### src/rtl/multiplexed_rgb_pwm_driver_unit_assert.svh
// Assertion macros used by the RTL of the RGB PWM driver.
`ifndef MULTIPLEXED_RGB_PWM_DRIVER_UNIT_ASSERT_SVH
`define MULTIPLEXED_RGB_PWM_DRIVER_UNIT_ASSERT_SVH

// Same-cycle implication, checked outside reset.
`define MRGBPWM_ASSERT_NOW(lbl, clk, rst, ante, cons, msg) \
   lbl: assert property (@(posedge clk) disable iff (rst) (ante) |-> (cons)) else $error(msg);

// Next-cycle implication, checked outside reset.
`define MRGBPWM_ASSERT_NEXT(lbl, clk, rst, ante, cons, msg) \
   lbl: assert property (@(posedge clk) disable iff (rst) (ante) |=> (cons)) else $error(msg);

`endif

### src/rtl/mrgbpwm_pkg.sv
`default_nettype none

package mrgbpwm_pkg;

   localparam int DUTY_W   = 16;
   localparam int QUOT_W   = 12;
   localparam int BRI_W    = 5;
   localparam int COLOR_W  = 8;
   localparam int CHAN_W   = 2;
   localparam int COUNT_W  = 3;
   localparam int ANODE_W  = 4;
   localparam int PINS_W   = 3;

   // Item kinds carried in tuser.
   localparam logic KIND_SET  = 1'b0;
   localparam logic KIND_TICK = 1'b1;

   localparam logic [DUTY_W-1:0] POS_MAX = 16'hffff;
   localparam logic [7:0]        LOW_FILL = 8'hff;

   // floor(t / 31) == (t * RECIP_31) >> RECIP_SHIFT for every 16-bit t.
   localparam logic [16:0] RECIP_31    = 17'd67651;
   localparam int          RECIP_SHIFT = 21;

   typedef logic [DUTY_W-1:0] duty_type;
   typedef duty_type [PINS_W-1:0] rgb_duty_type;

   typedef struct packed {
      logic [PINS_W-1:0] colour;
      duty_type          cmp_point;
      duty_type          reload;
   } tick_eval_type;

endpackage

`default_nettype wire

### src/rtl/mrgbpwm_tick_eval.sv
`default_nettype none

// Compare the shown channel's duties against the timer position: drop pins
// whose duty has been passed, pick the next compare point, form the reload.
module mrgbpwm_tick_eval (
   input  wire mrgbpwm_pkg::rgb_duty_type  duties,
   input  wire mrgbpwm_pkg::duty_type      pos,
   input  wire [mrgbpwm_pkg::PINS_W-1:0]   colour_base,
   output mrgbpwm_pkg::tick_eval_type      result
);

   mrgbpwm_pkg::duty_type cmp_point;
   logic [mrgbpwm_pkg::PINS_W-1:0] colour;

   always_comb begin
      cmp_point = mrgbpwm_pkg::POS_MAX;
      for (int k = 0; k < mrgbpwm_pkg::PINS_W; k++) begin
         colour[k] = colour_base[k] && (duties[k] > pos);
         if ((duties[k] > pos) && (duties[k] < cmp_point)) begin
            cmp_point = duties[k];
         end
      end
   end

   assign result.colour    = colour;
   assign result.cmp_point = cmp_point;
   assign result.reload    = mrgbpwm_pkg::POS_MAX - (cmp_point - pos);

endmodule

`default_nettype wire

### src/rtl/multiplexed_rgb_pwm_driver_unit.sv
`default_nettype none

// Time-multiplexed PWM driver for up to NUM_CHANNELS common-anode RGB LEDs
// sharing one set of red, green and blue cathode pins. A set beat (tuser 0)
// scales a channel's 8-bit colors by a 5-bit brightness into 16-bit duties
// and stores them; it returns nothing. A tick beat (tuser 1) stands for one
// overflow of a 16-bit timer and returns one beat with the anode levels
// (0 = channel on), the color pin levels, the timer reload value that puts
// the next overflow on the next compare point, and the channel shown. When
// the position sits at 65535 a tick wraps it and moves the display to the
// next connected channel (csr_data sets how many: 0 acts as 1, values above
// NUM_CHANNELS act as NUM_CHANNELS). Write csr_data only while the block is
// idle. The block takes one beat per cycle unless stalled: the divide by 31
// is done by a reciprocal multiply on the way into the input register, and
// the brightness multiply, duty compare and state update work from that
// register, so a tick's result beat passes through the input register and
// the result register in that order. Only a tick that finds the result
// register full and not being drained stalls the input. The duty store
// resets to zero at once; no clearing pass follows reset.
module multiplexed_rgb_pwm_driver_unit #(
   parameter int NUM_CHANNELS = 4
) (
   input  wire        clock,
   input  wire        reset,
   // tdata: channel[1:0], brightness[6:2], red[14:7], green[22:15], blue[30:23]
   input  wire        req_tvalid,
   output logic       req_tready,
   input  wire [31:0] req_tdata,
   // tuser: kind[0]
   input  wire [0:0]  req_tuser,
   // tdata: anode_levels[3:0], colour_levels[6:4], reload_value[22:7],
   //        active_channel[24:23]
   output logic       rsp_tvalid,
   input  wire        rsp_tready,
   output logic [31:0] rsp_tdata,
   input  wire        csr_valid,
   output logic       csr_ready,
   // channel_count
   input  wire [2:0]  csr_data
);

`include "multiplexed_rgb_pwm_driver_unit_assert.svh"

   localparam int CH_W = (NUM_CHANNELS > 1) ? $clog2(NUM_CHANNELS) : 1;

   // ---------------------------------------------------------------
   // Input register: hold one beat with its colors already divided
   // ---------------------------------------------------------------
   typedef struct packed {
      logic                                           kind;
      logic [mrgbpwm_pkg::CHAN_W-1:0]                 channel;
      logic [mrgbpwm_pkg::BRI_W-1:0]                  bri;
      logic [mrgbpwm_pkg::PINS_W-1:0][mrgbpwm_pkg::QUOT_W-1:0] quot;
   } in_beat_type;

   logic        in_valid_ff, in_valid_in;
   in_beat_type in_ff, in_in;
   logic        advance;
   logic        is_tick;

   always_comb begin
      logic [mrgbpwm_pkg::COLOR_W-1:0] c;
      logic [mrgbpwm_pkg::DUTY_W-1:0]  t;
      logic [32:0]                     prod;
      in_in.kind    = req_tuser[0];
      in_in.channel = req_tdata[1:0];
      in_in.bri     = req_tdata[6:2];
      for (int k = 0; k < mrgbpwm_pkg::PINS_W; k++) begin
         c    = req_tdata[7 + 8*k +: 8];
         t    = {c, mrgbpwm_pkg::LOW_FILL};
         prod = 33'(t) * 33'(mrgbpwm_pkg::RECIP_31);
         // A zero color stays dark whatever the brightness.
         in_in.quot[k] = (c == '0) ? '0
                         : prod[mrgbpwm_pkg::RECIP_SHIFT +: mrgbpwm_pkg::QUOT_W];
      end
   end

   assign is_tick    = (in_ff.kind == mrgbpwm_pkg::KIND_TICK);
   // A set beat always retires; a tick waits for room in the result register.
   assign advance    = in_valid_ff && (!is_tick || !rsp_tvalid || rsp_tready);
   assign req_tready = !in_valid_ff || advance;

   always_comb begin
      in_valid_in = in_valid_ff;
      if (req_tvalid && req_tready) begin
         in_valid_in = 1'b1;
      end else if (advance) begin
         in_valid_in = 1'b0;
      end
   end

   always_ff @(posedge clock) begin
      if (reset) begin
         in_valid_ff <= 1'b0;
      end else begin
         in_valid_ff <= in_valid_in;
      end
   end

   always_ff @(posedge clock) begin
      if (req_tvalid && req_tready) begin
         in_ff <= in_in;
      end
   end

   // ---------------------------------------------------------------
   // Channel count register
   // ---------------------------------------------------------------
   logic [mrgbpwm_pkg::COUNT_W-1:0] count_ff;
   logic [mrgbpwm_pkg::COUNT_W-1:0] present;

   assign csr_ready = 1'b1;

   always_ff @(posedge clock) begin
      if (reset) begin
         count_ff <= mrgbpwm_pkg::COUNT_W'(1);
      end else if (csr_valid && csr_ready) begin
         count_ff <= csr_data;
      end
   end

   always_comb begin
      present = count_ff;
      if (count_ff == '0) begin
         present = mrgbpwm_pkg::COUNT_W'(1);
      end else if (32'(count_ff) > NUM_CHANNELS) begin
         present = mrgbpwm_pkg::COUNT_W'(NUM_CHANNELS);
      end
   end

   // ---------------------------------------------------------------
   // Duty store and display state
   // ---------------------------------------------------------------
   mrgbpwm_pkg::rgb_duty_type duty_ff [NUM_CHANNELS];
   mrgbpwm_pkg::rgb_duty_type set_duties;
   logic                      set_hit;
   logic [CH_W-1:0]           set_row;

   mrgbpwm_pkg::duty_type     pos_ff, pos_in;
   logic [CH_W-1:0]           cur_ff, cur_in;
   logic [NUM_CHANNELS-1:0]   anode_ff, anode_in;
   logic [mrgbpwm_pkg::PINS_W-1:0] colour_ff, colour_in;

   // Scale the stored quotients by brightness; keep the low 16 bits.
   always_comb begin
      logic [mrgbpwm_pkg::QUOT_W+mrgbpwm_pkg::BRI_W-1:0] scaled;
      for (int k = 0; k < mrgbpwm_pkg::PINS_W; k++) begin
         scaled        = (mrgbpwm_pkg::QUOT_W + mrgbpwm_pkg::BRI_W)'(in_ff.quot[k])
                         * (mrgbpwm_pkg::QUOT_W + mrgbpwm_pkg::BRI_W)'(in_ff.bri);
         set_duties[k] = scaled[mrgbpwm_pkg::DUTY_W-1:0];
      end
   end

   // Drop sets aimed past the last slot.
   assign set_hit = advance && !is_tick && (32'(in_ff.channel) < NUM_CHANNELS);
   assign set_row = CH_W'(in_ff.channel);

   always_ff @(posedge clock) begin
      if (reset) begin
         for (int r = 0; r < NUM_CHANNELS; r++) begin
            duty_ff[r] <= '0;
         end
      end else if (set_hit) begin
         duty_ff[set_row] <= set_duties;
      end
   end

   // ---------------------------------------------------------------
   // Tick: wrap, channel advance, compare
   // ---------------------------------------------------------------
   logic                      wrap;
   mrgbpwm_pkg::duty_type     pos_eff;
   logic [CH_W:0]             nxt_wide;
   logic [CH_W-1:0]           nxt_ch;
   logic [CH_W-1:0]           row_idx;
   mrgbpwm_pkg::rgb_duty_type row;
   logic [mrgbpwm_pkg::PINS_W-1:0] nonzero;
   logic [mrgbpwm_pkg::PINS_W-1:0] colour_base;
   logic [NUM_CHANNELS-1:0]   anode_next;
   mrgbpwm_pkg::tick_eval_type eval;

   assign wrap     = (pos_ff == mrgbpwm_pkg::POS_MAX);
   assign pos_eff  = wrap ? '0 : pos_ff;
   assign nxt_wide = {1'b0, cur_ff} + (CH_W + 1)'(1);
   assign nxt_ch   = (32'(nxt_wide) >= 32'(present)) ? '0 : nxt_wide[CH_W-1:0];
   assign row_idx  = wrap ? nxt_ch : cur_ff;
   assign row      = duty_ff[row_idx];

   always_comb begin
      for (int k = 0; k < mrgbpwm_pkg::PINS_W; k++) begin
         nonzero[k] = (row[k] != '0);
      end
   end

   // On a wrap, switch off the old anode, switch on the new one and raise
   // every color that has a duty.
   assign colour_base = wrap ? (colour_ff | nonzero) : colour_ff;
   assign anode_next  = wrap
      ? ((anode_ff | (NUM_CHANNELS'(1) << cur_ff)) & ~(NUM_CHANNELS'(1) << nxt_ch))
      : anode_ff;

   mrgbpwm_tick_eval u_tick_eval (
      .duties      (row),
      .pos         (pos_eff),
      .colour_base (colour_base),
      .result      (eval)
   );

   always_comb begin
      pos_in    = pos_ff;
      cur_in    = cur_ff;
      anode_in  = anode_ff;
      colour_in = colour_ff;
      if (advance && is_tick) begin
         pos_in    = eval.cmp_point;
         cur_in    = row_idx;
         anode_in  = anode_next;
         colour_in = eval.colour;
      end
   end

   always_ff @(posedge clock) begin
      if (reset) begin
         pos_ff    <= '0;
         cur_ff    <= '0;
         anode_ff  <= '1;
         colour_ff <= '0;
      end else begin
         pos_ff    <= pos_in;
         cur_ff    <= cur_in;
         anode_ff  <= anode_in;
         colour_ff <= colour_in;
      end
   end

   // ---------------------------------------------------------------
   // Result register
   // ---------------------------------------------------------------
   logic        rsp_valid_ff, rsp_valid_in;
   logic [31:0] rsp_data_ff, rsp_data_in;
   logic [31:0] anode_ext;
   logic [31:0] cur_ext;

   assign anode_ext = 32'(anode_next);
   assign cur_ext   = 32'(row_idx);

   always_comb begin
      rsp_data_in = {7'd0,
                     cur_ext[1:0],
                     eval.reload,
                     eval.colour,
                     anode_ext[mrgbpwm_pkg::ANODE_W-1:0]};
   end

   always_comb begin
      rsp_valid_in = rsp_valid_ff;
      if (advance && is_tick) begin
         rsp_valid_in = 1'b1;
      end else if (rsp_tready) begin
         rsp_valid_in = 1'b0;
      end
   end

   always_ff @(posedge clock) begin
      if (reset) begin
         rsp_valid_ff <= 1'b0;
      end else begin
         rsp_valid_ff <= rsp_valid_in;
      end
   end

   always_ff @(posedge clock) begin
      if (advance && is_tick) begin
         rsp_data_ff <= rsp_data_in;
      end
   end

   assign rsp_tvalid = rsp_valid_ff;
   assign rsp_tdata  = rsp_data_ff;

   // ---------------------------------------------------------------
   // Assertions
   // ---------------------------------------------------------------
   `MRGBPWM_ASSERT_NOW(a_one_anode_on, clock, reset, 1'b1, $onehot0(~anode_ff), "two anodes on")
   `MRGBPWM_ASSERT_NEXT(a_tick_gives_beat, clock, reset,
      advance && is_tick, rsp_tvalid, "tick lost")
   `MRGBPWM_ASSERT_NEXT(a_pos_only_on_tick, clock, reset,
      !(advance && is_tick), $stable(pos_ff), "position moved without tick")
   `MRGBPWM_ASSERT_NEXT(a_hold_input, clock, reset,
      in_valid_ff && !advance, in_valid_ff && $stable(in_ff), "input beat lost")

endmodule

`default_nettype wire
### config.mk
export PLATFORM = sky130hd
export DESIGN_NAME = multiplexed_rgb_pwm_driver_unit
export DESIGN_NICKNAME = d
export VERILOG_FILES = /design/src/rtl/mrgbpwm_pkg.sv /design/src/rtl/mrgbpwm_tick_eval.sv /design/src/rtl/multiplexed_rgb_pwm_driver_unit.sv
export VERILOG_INCLUDE_DIRS = /design/src /design/src/rtl
export SDC_FILE = /design/constraint.sdc
export NUM_CORES = 1
export LEC_CHECK = 0
export BUFFER_PORTS_ARGS = -buffer_cell sky130_fd_sc_hd__clkbuf_2
export CAP_MARGIN = 20
export CELL_PAD_IN_SITES_DETAIL_PLACEMENT = 0
export CELL_PAD_IN_SITES_GLOBAL_PLACEMENT = 1
export CORE_MARGIN = 2
export CORE_UTILIZATION = 52
export CTS_BUF_LIST = sky130_fd_sc_hd__clkbuf_8
export CTS_CLUSTER_DIAMETER = 200
export DETAILED_ROUTE_END_ITERATION = 12
export GPL_TIMING_DRIVEN = 0
export PLACE_DENSITY = 0.93
export SYNTH_ARGS = -nofsm -noshare
export SYNTH_HDL_FRONTEND = slang
export SYNTH_SLANG_ARGS = --single-unit
### constraint.sdc
create_clock -name clock -period 14.3 [get_ports clock]
set_clock_uncertainty 0.2 [all_clocks]
set_input_delay 2.86 -clock clock [delete_from_list [all_inputs] [get_ports clock]]
set_output_delay 2.86 -clock clock [all_outputs]
set_load 0.05 [all_outputs]
==> results_dict.tcl <==
set metrics [dict create \
    avgSynthCellArea_um2 9.564 \
    layout.area.seq_um2 8439 \
    relSlewSlack 0.3282 \
    setup_viol 0 \
    route.detailed.drc 1 \
    synthesis.instances 2675 \
    setup_tns_ns 0 \
    fmax_mhz 73.99 \
    cp.arrival_ns 13.69 \
    seq_area_frac_synth 0.3298 \
    powerDensity_nw_per_um2 141.8 \
    grt-ovfl-total 0 \
    htree_levels 2 \
    antenna_found_initial 1 \
    crit_type "reg2reg" \
    grt_max_degree 35 \
    ir_drop_mv 0.06587 \
    crit_fanout 19 \
    cts_tree "done" \
    crit_family "compound AO/OA/AOI/OAI gates" \
    vias 19222 \
    synth_flop_cell "edfxtp_1" \
    nFillCells 4256 \
    synth.distinct_cells 73 \
    gp_congestion 0.9296 \
    dr.pass1.iters 9 \
    core_um2 48750 \
    synthArstFlopShare 0 \
    leakage_nw 13.52 \
    wl_per_cell_um 18.04 \
    rsz0062_at_grt "false" \
    multi_input_area_um2 15470 \
    max_cap_viol_count 0 \
    yosys.area.top_type "edfxtp_1" \
    drtAntennaViolNets 0 \
    synth_edf_count 261 \
    status "complete, but fails checks" \
    final_area_um2 27940 \
    place_area_um2 26890 \
    cts_made_buffers 49 \
    ys.warnings.count 0 \
    path_common_cell "ha_1" \
    min_period_ns 13.52 \
    hp-class "reg2reg" \
    synth.cell_area_um2 25580 \
    post-route-util 0.5731 \
    area_growth_pct 9.204 \
    hold_viol_final 0 \
    numPortBuffers 65 \
    post-cts-setup-buffers 0 \
    start_util 0.5248 \
    clock-sinks 291 \
    path_clk_slew_ns 0.07 \
    ys_top_cells_by_area "edfxtp_1, ha_1, fa_1" \
    place_hpwl_um 50640 \
    dieArea_um2 50990 \
    final_nets 3389 \
    slowest_stage "a2111oi_2" \
    ctsRootBufferMaster "clkbuf_8" \
    tightest_slew_ns 1.005 \
    grt.total_usage 0.2526 \
    critPathCaptureType "flop" \
    clock_latency_ns 0.64 \
    synth_top_area_share 0.3063 \
    rows 81 \
    grt_pass1_vias 19326 \
    final.setup.worst_slack_ns 0.7840 \
    die-width_um 225.8 \
    cpPeakStageDelay_ns 0.46 \
    io_pins 76 \
    clock_path_buffers 3 \
    die_y_um 225.8 \
    ys_ff_latch 291 \
    period_share 0.9452 \
    drive_above_1_share 0.08662 \
    viasPerCell 5.484 \
    grt_first_pass_wirelength_um 100600 \
    wirelength_um 63240 \
    cp_num_buf_inv 8 \
    post-place-ws_ns -0.9764 \
    worstPathRequired_ns 14.48 \
    slew_violations 0 \
    synth.most_common_cell "ha_1" \
    first_iter_violations 1162 \
    yosys-top-cells-count "ha_1, nand2_1, inv_1" \
    failed_checks "design-rule violations" \
    worstSetupStartpointType "flop" \
]
worst paths after layout:
path	depth (start not counted)	from	slack [ns]	to
max	56	cur_ff[0]$_SDFFE_PP0P_	0.78	rsp_tdata[22]$_DFFE_PP_
min reg2reg	2	colour_ff[2]$_SDFFE_PP0P_	0.26	colour_ff[2]$_SDFFE_PP0P_
max reg2reg	56	cur_ff[0]$_SDFFE_PP0P_	0.78	rsp_tdata[22]$_DFFE_PP_
min	2	colour_ff[2]$_SDFFE_PP0P_	0.26	colour_ff[2]$_SDFFE_PP0P_
area by class of cell:
type | instances | share of cell area
repair buffers | 71 | 0.01541
inverters | 362 | 0.04863
well taps | 664 | 0.02974
plain buffers | 89 | 0.01532
multi-input cells | 1937 | 0.5536
clock buffers | 54 | 0.02660
diodes | 1 | 0.00008957
clock inverters | 36 | 0.008554
flip-flops and latches | 291 | 0.3021
worst register-to-register path: cells and delay by family (launching register included):
family	cells	cell delay, ns
multiplexers	3	1.06
AO/OA/AOI/OAI	28	6.07
flip-flops	1	0.41
AND/OR/NAND/NOR	10	1.29
adder cells (fa/ha/maj)	6	1.95
buffers and inverters	8	1.91
XOR/XNOR	1	0.35
layer usage:
layer | GRT usage | wire length (um)
met1 | 0.3054 | 25670
met2 | 0.4492 | 31360
met3 | 0.03149 | 3300
met4 | 0.1139 | 2905
met5 | 0 | 0
power by group:
| group | switching (mW) | internal (mW) |
|---|---|---|
| combinational | 1.20 | 0.905 |
| clock | 0.357 | 0.402 |
| sequential | 0.0580 | 1.04 |
timing repair:
item | 4_1_cts | 5_1_grt
resized for setup | 10 | 23
hold endpoints to repair | 0 | 0
endpoints found under the setup margin | 6 | 6
hold buffers | 0 | 0
placed cells by master (no fill, tap or decap), drive strengths merged, types with 16 or more instances in the layout:
| master | Yosys | routed |
|---|---|---|
| nand3 | 51 | 51 |
| dfxtp | 30 | 30 |
| edfxtp | 261 | 261 |
| xnor2 | 56 | 56 |
| and2 | 105 | 105 |
| inv | 360 | 374 |
| clkinv | 2 | 17 |
| nor2 | 230 | 230 |
| nand2 | 367 | 367 |
| mux2 | 25 | 25 |
| buf | 25 | 29 |
| xor2 | 19 | 19 |
| a21o | 25 | 25 |
| ha | 438 | 438 |
| and3 | 19 | 19 |
| clkbuf | 66 | 185 |
| mux2i | 29 | 29 |
| a31oi | 23 | 23 |
| a211oi | 26 | 26 |
| fa | 109 | 109 |
| nand4 | 39 | 39 |
| nor3 | 28 | 28 |
| or3 | 16 | 16 |
| nor2b | 27 | 27 |
| a21oi | 96 | 96 |
| o21ai | 69 | 69 |
kinds of logic (layout without fill, tap and decap cells):
family          Yosys count  after routing  synth area share
simple gates            943            943            0.1709
fa+ha+maj               547            547            0.2995
buf+inv                 453            612           0.06910
compound gates          308            308           0.07840
flops                   291            291            0.3298
xor+xnor                 76             76           0.02660
mux                      55             55           0.02543
other cells               2              9         0.0002935
per-stage QoR:
step / cells / hold slack, ns / power (mW)
floorplan: 2681 / 0.2361 / 2.713
global placement: 3410 / 0.2443 / 3.131
detailed placement: 3416 / 0.2512 / 3.203
CTS: 3504 / 0.2599 / 3.979
global route: 3505 / 0.2823 / 4.303
finish: 3505 / 0.2623 / 3.961
sequential cells by signal, summed over array words and instances (netlist names):
name and cells:
pos_ff 16, anode_ff 4, set_row 2, is_tick 1
cur_ff 2, count_ff 3, rsp_tvalid 1, colour_ff 3
in_ff 41, in_valid_ff 1, rsp_tdata 25, duty_ff 192
Power figures use the tool's default switching activity.
